### config.mk
export PLATFORM = sky130hd
export DESIGN_NAME = pcpf_regs
export DESIGN_NICKNAME = d
export VERILOG_FILES = /design/src/rtl/pcpf_pkg.sv /design/src/rtl/pcpf_regs.sv
export SDC_FILE = /design/constraint.sdc
export NUM_CORES = 1
export LEC_CHECK = 0
export BUFFER_PORTS_ARGS = -buffer_cell sky130_fd_sc_hd__buf_4
export CAP_MARGIN = 10
export CORE_MARGIN = 8
export CORE_UTILIZATION = 38
export CTS_CLUSTER_SIZE = 8
export DETAILED_ROUTE_END_ITERATION = 7
export GPL_TIMING_DRIVEN = 0
export PLACE_DENSITY = 0.84
export SYNTH_ARGS = -nofsm -noshare
export SYNTH_HDL_FRONTEND = slang
export SYNTH_SLANG_ARGS = --single-unit
### constraint.sdc
create_clock -name clk -period 2.4 [get_ports clk]
set_input_delay 0.12 -clock clk [delete_from_list [all_inputs] [get_ports clk]]
set_output_delay 0.12 -clock clk [all_outputs]
set_load 0.01 [all_outputs]
### src/rtl/pcpf_pkg.sv
// Shared constants, command/status structs for the polyline point filter.
// No dependencies; compiled first.
package pcpf_pkg;

  // Coordinate width used when the top level is not overridden
  localparam int COORD_BITS_DEF = 16;

  // Threshold register: signed Q1.15
  localparam int CTH_BITS  = 16;
  localparam int CM_BITS   = 16;
  localparam int FRAC_BITS = 15;
  localparam logic signed [CTH_BITS-1:0] COS_RESET = 16'sd32767;

  // APB port
  localparam int APB_DATA_BITS = 32;
  localparam int APB_ADDR_BITS = 3;
  localparam int REG_IDX_BITS  = APB_ADDR_BITS - 2;
  localparam logic [REG_IDX_BITS-1:0] IDX_COS_THRESHOLD = 1'b0;

  // Last count value of both the operand pipeline fill and the product sweep
  localparam logic [1:0] CNT_LAST = 2'd3;

  typedef struct packed {
    logic       load_cur;   // capture the accepted point
    logic       mac_en;     // run one partial-product step
    logic [1:0] mac_sel;    // {a limb, b limb} of this step
    logic       load_mid;   // load the held middle point into the output word
    logic       load_last;  // load the current point into the output word
    logic       shift;      // advance the point history
  } pcpf_cmd_t;

  typedef struct packed {
    logic cur_last;
    logic turn;
    logic out_free;
  } pcpf_sts_t;

endpackage

### src/rtl/pcpf_regs.sv
// APB register bank holding the cosine threshold.
// Depends on pcpf_pkg for address decode and reset value.
module pcpf_regs (
  input  logic                                      clk,
  input  logic                                      rst,
  input  logic                                      psel,
  input  logic                                      penable,
  input  logic                                      pwrite,
  input  logic [pcpf_pkg::APB_ADDR_BITS-1:0]        paddr,
  input  logic [pcpf_pkg::APB_DATA_BITS-1:0]        pwdata,
  output logic [pcpf_pkg::APB_DATA_BITS-1:0]        prdata,
  output logic                                      pready,
  output logic signed [pcpf_pkg::CTH_BITS-1:0]      cos_threshold
);
  import pcpf_pkg::*;

  logic [REG_IDX_BITS-1:0] idx;
  logic                    wr_en;

  assign idx    = paddr[APB_ADDR_BITS-1:2];
  assign pready = 1'b1;
  assign wr_en  = psel && penable && pwrite && pready;

  always_ff @(posedge clk) begin
    if (rst) begin
      cos_threshold <= COS_RESET;
    end else if (wr_en && (idx == IDX_COS_THRESHOLD)) begin
      cos_threshold <= pwdata[CTH_BITS-1:0];
    end
  end

  always_comb begin
    prdata = '0;
    if (idx == IDX_COS_THRESHOLD) begin
      prdata[CTH_BITS-1:0] = cos_threshold;
    end
  end

endmodule

Word level (Yosys, flattened, before mapping). Index checks and enable logic that the tools add are counted.

Input bits: 40. Flip-flop bits (word level): 16. Word-level logic and storage cells: 6.

Muxes and demuxes: 1. Bitwise operators: 1. Reductions and logical operators: 3.

Operators with widths (number): 2-to-1 mux 16 bit (1); logical AND 1 bit (3); NOT 1 bit (1).

Longest topological paths before layout. Gate-level depths: netlist (run 1).

Word-level depth: 3. Depth in mapped cells: 4. Depth with buffers taken out: 2.

Worst setup path after synthesis (run 1). Ideal clock, no wire load.

Kind: input to register. Start point: in paddr[2] (netlist name). End point: reg cos_threshold[0] (netlist name). Slack: 1540 ps. Arrival time: 789 ps. Buffers on the path: 2. Stages: 4. Setup time: 72 ps. Required time: 2328 ps. Cells stage by stage: and4b_1 -> buf_6 -> buf_12 -> mux2i_1.

Word-level cells in the longest chain between the ends: 2.

RTL lines: start: declaration (RTL line pcpf_regs.sv:9) `input logic [pcpf_pkg::APB_ADDR_BITS-1:0] paddr,`; NOT 1 bit; logical AND 1 bit (RTL line pcpf_regs.sv:27) `end else if (wr_en && (idx == IDX_COS_THRESHOLD)) begin`; end signal: assignment (RTL line pcpf_regs.sv:28) `cos_threshold <= pwdata[CTH_BITS-1:0];`; end: declaration (RTL line pcpf_regs.sv:13) `output logic signed [pcpf_pkg::CTH_BITS-1:0] cos_threshold`.

Every way passes these cells. A chain may end at the register's enable or synchronous reset.

Worst setup path in the final report (run 1).
Start point: reg cos_threshold[2] (netlist name). End point: out prdata[2] (netlist name).

Word-level cells in the longest chain between the ends: 1.

RTL lines: 2-to-1 mux 16 bit (RTL line pcpf_regs.sv:34) `if (idx == IDX_COS_THRESHOLD) begin`; end: declaration (RTL line pcpf_regs.sv:11) `output logic [pcpf_pkg::APB_DATA_BITS-1:0] prdata,`.

Every way passes these cells.

==> results_dict.tcl, run 1 <==
set metrics [dict create \
    startpoint_type "flip-flop" \
    start_util 0.408 \
    syn_area_per_cell_um2 8.60 \
    status "finished clean" \
    sw_frac_of_total 0.254 \
    skew_ns 0 \
    drive_gt1_frac 0.461 \
    core_area_mm2 0.00223 \
    cts.sinks 16 \
    numCtsBuffers 3 \
    netlist_area_um2 912 \
    final_cell_area_mm2 0.00144 \
    place_congestion 0.745 \
    power_density_mw_per_mm2 419 \
    peakVddDrop_mv 0.308 \
    area_delta_synth_final_pct 57.6 \
    reg.largest.list "cos_threshold (16)" \
    finalNonFillerCells 206 \
    syn_inst 106 \
    grt_pass1_wl_um 4100 \
    drtIter0Drc 19 \
    dieHeight_um 65.0 \
    place_area_mm2 0.00140 \
    grt_use_total 0.120 \
    drt-wirelength-per-cell_um 12.9 \
    max_freq_mhz 929 \
    postCtsSetupRepairBufs 0 \
    dp_cells 202 \
    path_class "flip-flop to output port" \
    cts_tree "built" \
    io_buffers 53 \
    p_sw_mw 0.153 \
    dieArea_mm2 0.00422 \
    grt_pass1_vias 914 \
    p_clk_frac 0.289 \
    nets 219 \
    dieWidth_um 65.0 \
    ant_nets 0 \
    setup_tns_ns 0 \
    cts_buffer_depth 2 \
    insertion_delay_ns 0.28 \
    viasPerCell 4.16 \
    maxCapViolations 0 \
    critPathMaxFanout 3 \
    seqPwrFrac 0.457 \
    arrival_ns 0.96 \
    leakage_nw 0.693 \
    rows 17 \
    ys_types 12 \
    gr-total-overflow 0 \
    cts_root_buf "clkbuf_4" \
    io_pins 89 \
    period_share 0.448 \
    hold_path.class "input port to flip-flop" \
    endpoint_kind "output port" \
    first_pass_iters 4 \
    cp_data_required_time_ns 2.28 \
    drc 0 \
    cts_hold_buf 0 \
    grt_max_degree 11 \
    clk_pin_slew_ns 0.09 \
    min_period_ns 1.08 \
    cts_resized 0 \
    report.final.slew_viol_count 0 \
    seq_area_frac_synth 0.351 \
    htree_levels 1 \
    rsz0062_at_grt "false" \
    wirelength_um 2660 \
    hold_viol 0 \
    p_int_mw 0.450 \
    top_register "cos_threshold" \
    hpwlAfterDp_um 2270 \
    synth-seq-cells 16 \
    largest_reg_flops 16 \
    pwr-share-comb 0.253 \
    setup_viol 0 \
    ys_warn_count 0 \
    antenna_found_initial 0 \
    vias 857 \
    insertedDiodeCount 0 \
]
per-layer routing:
| metal | vias to the layer above | wire length [um] | track usage |
|---|---|---|---|
| met1 | 379 | 914 | 0.105 |
| li1 | 439 | - | - |
| met4 | 0 | 11 | 0.0409 |
| met2 | 37 | 1430 | 0.234 |
| met3 | 2 | 300 | 0.0567 |
| met5 | - | 0 | 0 |
logic make-up after synthesis:
logic type,after synthesis,share of synthesized area
simple gates,49,0.274
buf+inv,23,0.191
mux,16,0.176
flops,16,0.351
other cells,2,0.00823
cell usage after synthesis:
cell	instances	area, um^2
dfxtp_1	16	320
buf_6	1	11.3
mux2i_1	16	160
buf_4	17	128
and4b_1	1	10.0
nor2b_1	10	62.6
conb_1	2	7.51
clkbuf_1	4	15.0
nor2_1	30	113
nand2b_1	2	12.5
and2b_2	6	52.6
buf_12	1	20.0
cell usage in the layout (no fill, tap or decap), drive strengths merged:
cell	count
clkbuf	8
mux2i	16
dfxtp	16
nor2	30
nor2b	10
conb	17
and2b	6
and4b	1
buf	72
nand2b	2
worst max-delay path, cell delays in order (launching register included):
cell     delay (ns)
dfxtp_1        0.34
and2b_2        0.20
buf_4          0.14
final timing paths:
check / startpoint / endpoint / slack [ns] / depth (start not counted)
setup / recovery: cos_threshold[2] / prdata[2] / 1.32 / 2
hold / removal: pwdata[3] / cos_threshold[3] / 0.09 / 3
setup reg to reg: cos_threshold[0] / cos_threshold[0] / 1.75 / 2
hold reg to reg: cos_threshold[15] / cos_threshold[15] / 0.51 / 2
stage by stage:
stage          power [mW]  utilization  hold slack, ns  setup WS [ns]
5_1_grt             0.637        0.644          0.0826           1.28
6_report            0.603        0.644          0.0940           1.32
3_5_place_dp        0.434        0.627           0.384           1.29
2_1_floorplan       0.364            -           0.275           1.54
3_3_place_gp        0.431        0.627           0.374           1.34
4_1_cts             0.610        0.644          0.0875           1.30
power groups by stage:
stage                     clock, mW  sequential (mW)  combinational [mW]
final                         0.174            0.276               0.153
after global routing          0.195            0.277               0.166
after CTS                     0.182            0.276               0.153
after detailed placement          0            0.282               0.152
after global placement            0            0.281               0.150
after floorplan                   0            0.284              0.0799
area by class of cell:
class	count	area (um^2)
Fill cell	210	796
Multi-Input combinational cell	82	474
Tap cell	28	35.0
Sequential cell	16	320
Timing Repair Buffer	53	398
Clock buffer	4	36.3
Buffer	23	174
No activity file was read; power rests on OpenSTA's default activity.
==> run 2: changes to the inputs <==
- CORE_UTILIZATION: 38 -> 35
- PLACE_DENSITY: 0.84 -> 0.78
- clock period: 2.4 -> 1 ns (I/O delays scaled with it)
==> run 2 against run 1 <==
Non-clock buffer count increased by 8. Sequential power increased by 140%. Die area increased by 6.4%. Global-route usage decreased by 0.56 points. Via count increased by 2.6%. Register-to-register slack got worse by 1.5 ns. Setup slack got worse by 1.3 ns. Critical path type unchanged. Combinational power increased to 2.6 times the previous value. Largest power group unchanged. Cell area increased by 8.1%. Largest cell class unchanged.
==> results_dict.tcl, run 2 (synthesis gave the netlist of run 1 again) <==
set metrics [dict create \
    rows 18 \
    clk_pin_slew_ns 0.09 \
    p_sw_mw 0.374 \
    peakVddDrop_mv 0.823 \
    io_pins 89 \
    insertedDiodeCount 0 \
    mostFrequentLayoutCells "71 x buf_4, 30 x nor2_1, 17 x conb_1" \
    place_congestion 0.741 \
    cp_data_required_time_ns 0.95 \
    drt-wirelength-per-cell_um 12.3 \
    maxCapViolations 0 \
    grt_pass1_wl_um 4070 \
    drc 0 \
    grt_max_degree 11 \
    status "finished clean" \
    max_slew_margin 0.639 \
    r2r-end "cos_threshold[0]" \
    hold_viol 0 \
    path_cells "nor2b_2 > buf_4" \
    sw_frac_of_total 0.254 \
    drive_gt1_frac 0.586 \
    p_total_mw 1.47 \
    cts_buffer_depth 2 \
    report.final.slew_viol_count 0 \
    timing.hold.ws_ns 0.0196 \
    period_share 0.967 \
    worstHoldEndpoint "cos_threshold[1]" \
    p_int_mw 1.10 \
    rsz0062_at_grt "true" \
    max_freq_mhz 1030 \
    insertion_delay_ns 0.28 \
    min_path_cells 3 \
    critPathMaxFanout 3 \
    setup_viol 0 \
    crit-reg2reg-launch "cos_threshold[0]" \
    path_class "flip-flop to output port" \
    startpoint_type "flip-flop" \
    dieArea_mm2 0.00450 \
    worst_pin_slew_ns 0.542 \
    cts_root_buf "clkbuf_4" \
    cts.sinks 16 \
    reg.largest.list "cos_threshold (16)" \
    crit_start "cos_threshold[4]" \
    numCtsBuffers 3 \
    core_area_mm2 0.00248 \
    ant_nets 0 \
    endpoint_kind "output port" \
    ff_latch_area_um2 340 \
    multi_input_area_um2 482 \
    dieWidth_um 67.1 \
    largest_reg_flops 16 \
    hp-start "pwdata[1]" \
    first_pass_iters 2 \
    htree_levels 1 \
    io_buffers 53 \
    area_delta_synth_final_pct 70.4 \
    nets 227 \
    cts_tree "built" \
    layout_commonest_cell "buf_4" \
    skew_ns 0 \
    cpPeakStageDelay_ns 0.34 \
    seqPwrFrac 0.449 \
    power_density_mw_per_mm2 949 \
    dieHeight_um 67.1 \
    top_register "cos_threshold" \
    drtIter0Drc 5 \
    wirelength_um 2670 \
    hpwlAfterDp_um 2100 \
    viasPerCell 4.07 \
    critPathSlowestCell "dfxtp_2" \
    gr-total-overflow 0 \
    grt_use_total 0.115 \
    nFillCells 241 \
    antenna_found_initial 0 \
    p_clk_frac 0.285 \
    r2r_slack_ns 0.26 \
    hold_path.class "input port to flip-flop" \
    vias 879 \
    min_period_ns 0.967 \
    arrival_ns 0.92 \
    pwr-share-comb 0.266 \
    grt_pass1_vias 914 \
    reg2regPathDepth 3 \
    start_util 0.368 \
    cts_hold_buf 0 \
    leakage_nw 0.736 \
]
## run 2: cell types whose count changed in the layout (fill, tap and decap cells not counted)
cell / before / now
dfxtp_2: 0 / 16
dfxtp_1: 16 / 0
buf_6: 1 / 8
nor2b_1: 10 / 7
buf_4: 70 / 71
nor2b_2: 0 / 3
## run 2: power groups by stage
stage / clock, mW / combinational, mW / sequential [mW]
2_1_floorplan: 0 / 0.192 / 0.681
3_3_place_gp: 0 / 0.361 / 0.675
3_5_place_dp: 0 / 0.365 / 0.677
4_1_cts: 0.449 / 0.377 / 0.661
5_1_grt: 0.468 / 0.430 / 0.665
6_report: 0.420 / 0.392 / 0.662
## run 2: layer usage
layer	routed length, um	share of wire	global-route usage
met5	0	0	0
met4	0	0	0.0235
met3	292	0.11	0.0403
met2	1360	0.51	0.209
met1	1010	0.38	0.124
## run 2: how the worst max path moves through the flow
stage                  endpoint  slack (ns)  cells past startpoint
2_1_floorplan  cos_threshold[0]        0.21                      4
3_3_place_gp   cos_threshold[8]       0.008                      5
3_5_place_dp   cos_threshold[9]       -0.04                      5
4_1_cts              prdata[14]      0.0007                      2
5_1_grt              prdata[10]       -0.03                      2
6_report              prdata[4]        0.03                      2
## run 2: final cells by class
cell class                      instances  share of cell area
Timing Repair Buffer                   61               0.312
Multi-Input combinational cell         82               0.310
Sequential cell                        16               0.219
Buffer                                 23               0.112
Tap cell                               30              0.0242
Clock buffer                            4              0.0233
## run 2: worst max-delay path, delay by kind of cell (launching register included)
kind	cells	cell delay [ns]
buffers and inverters	1	0.16
DFF	1	0.34
and+or+nand+nor	1	0.14
## run 2: what timing repair did
item / in CTS / in global routing
pin swaps: 0 / 0
cloned: 0 / 0
resized for setup: 7 / 19
endpoints found under the setup margin: 6 / 15
setup buffers: 6 / 2
## run 2: per-stage QoR
stage	util	area, um^2	TNS [ns]	setup slack (ns)	std cells
floorplan	-	968	0	0.210	121
global placement	0.567	1400	0	0.00774	204
detailed placement	0.567	1400	-0.0604	-0.0385	204
CTS	0.604	1500	0	0.000665	214
global route	0.627	1550	-0.111	-0.0266	216
finish	0.627	1550	0	0.0326	216
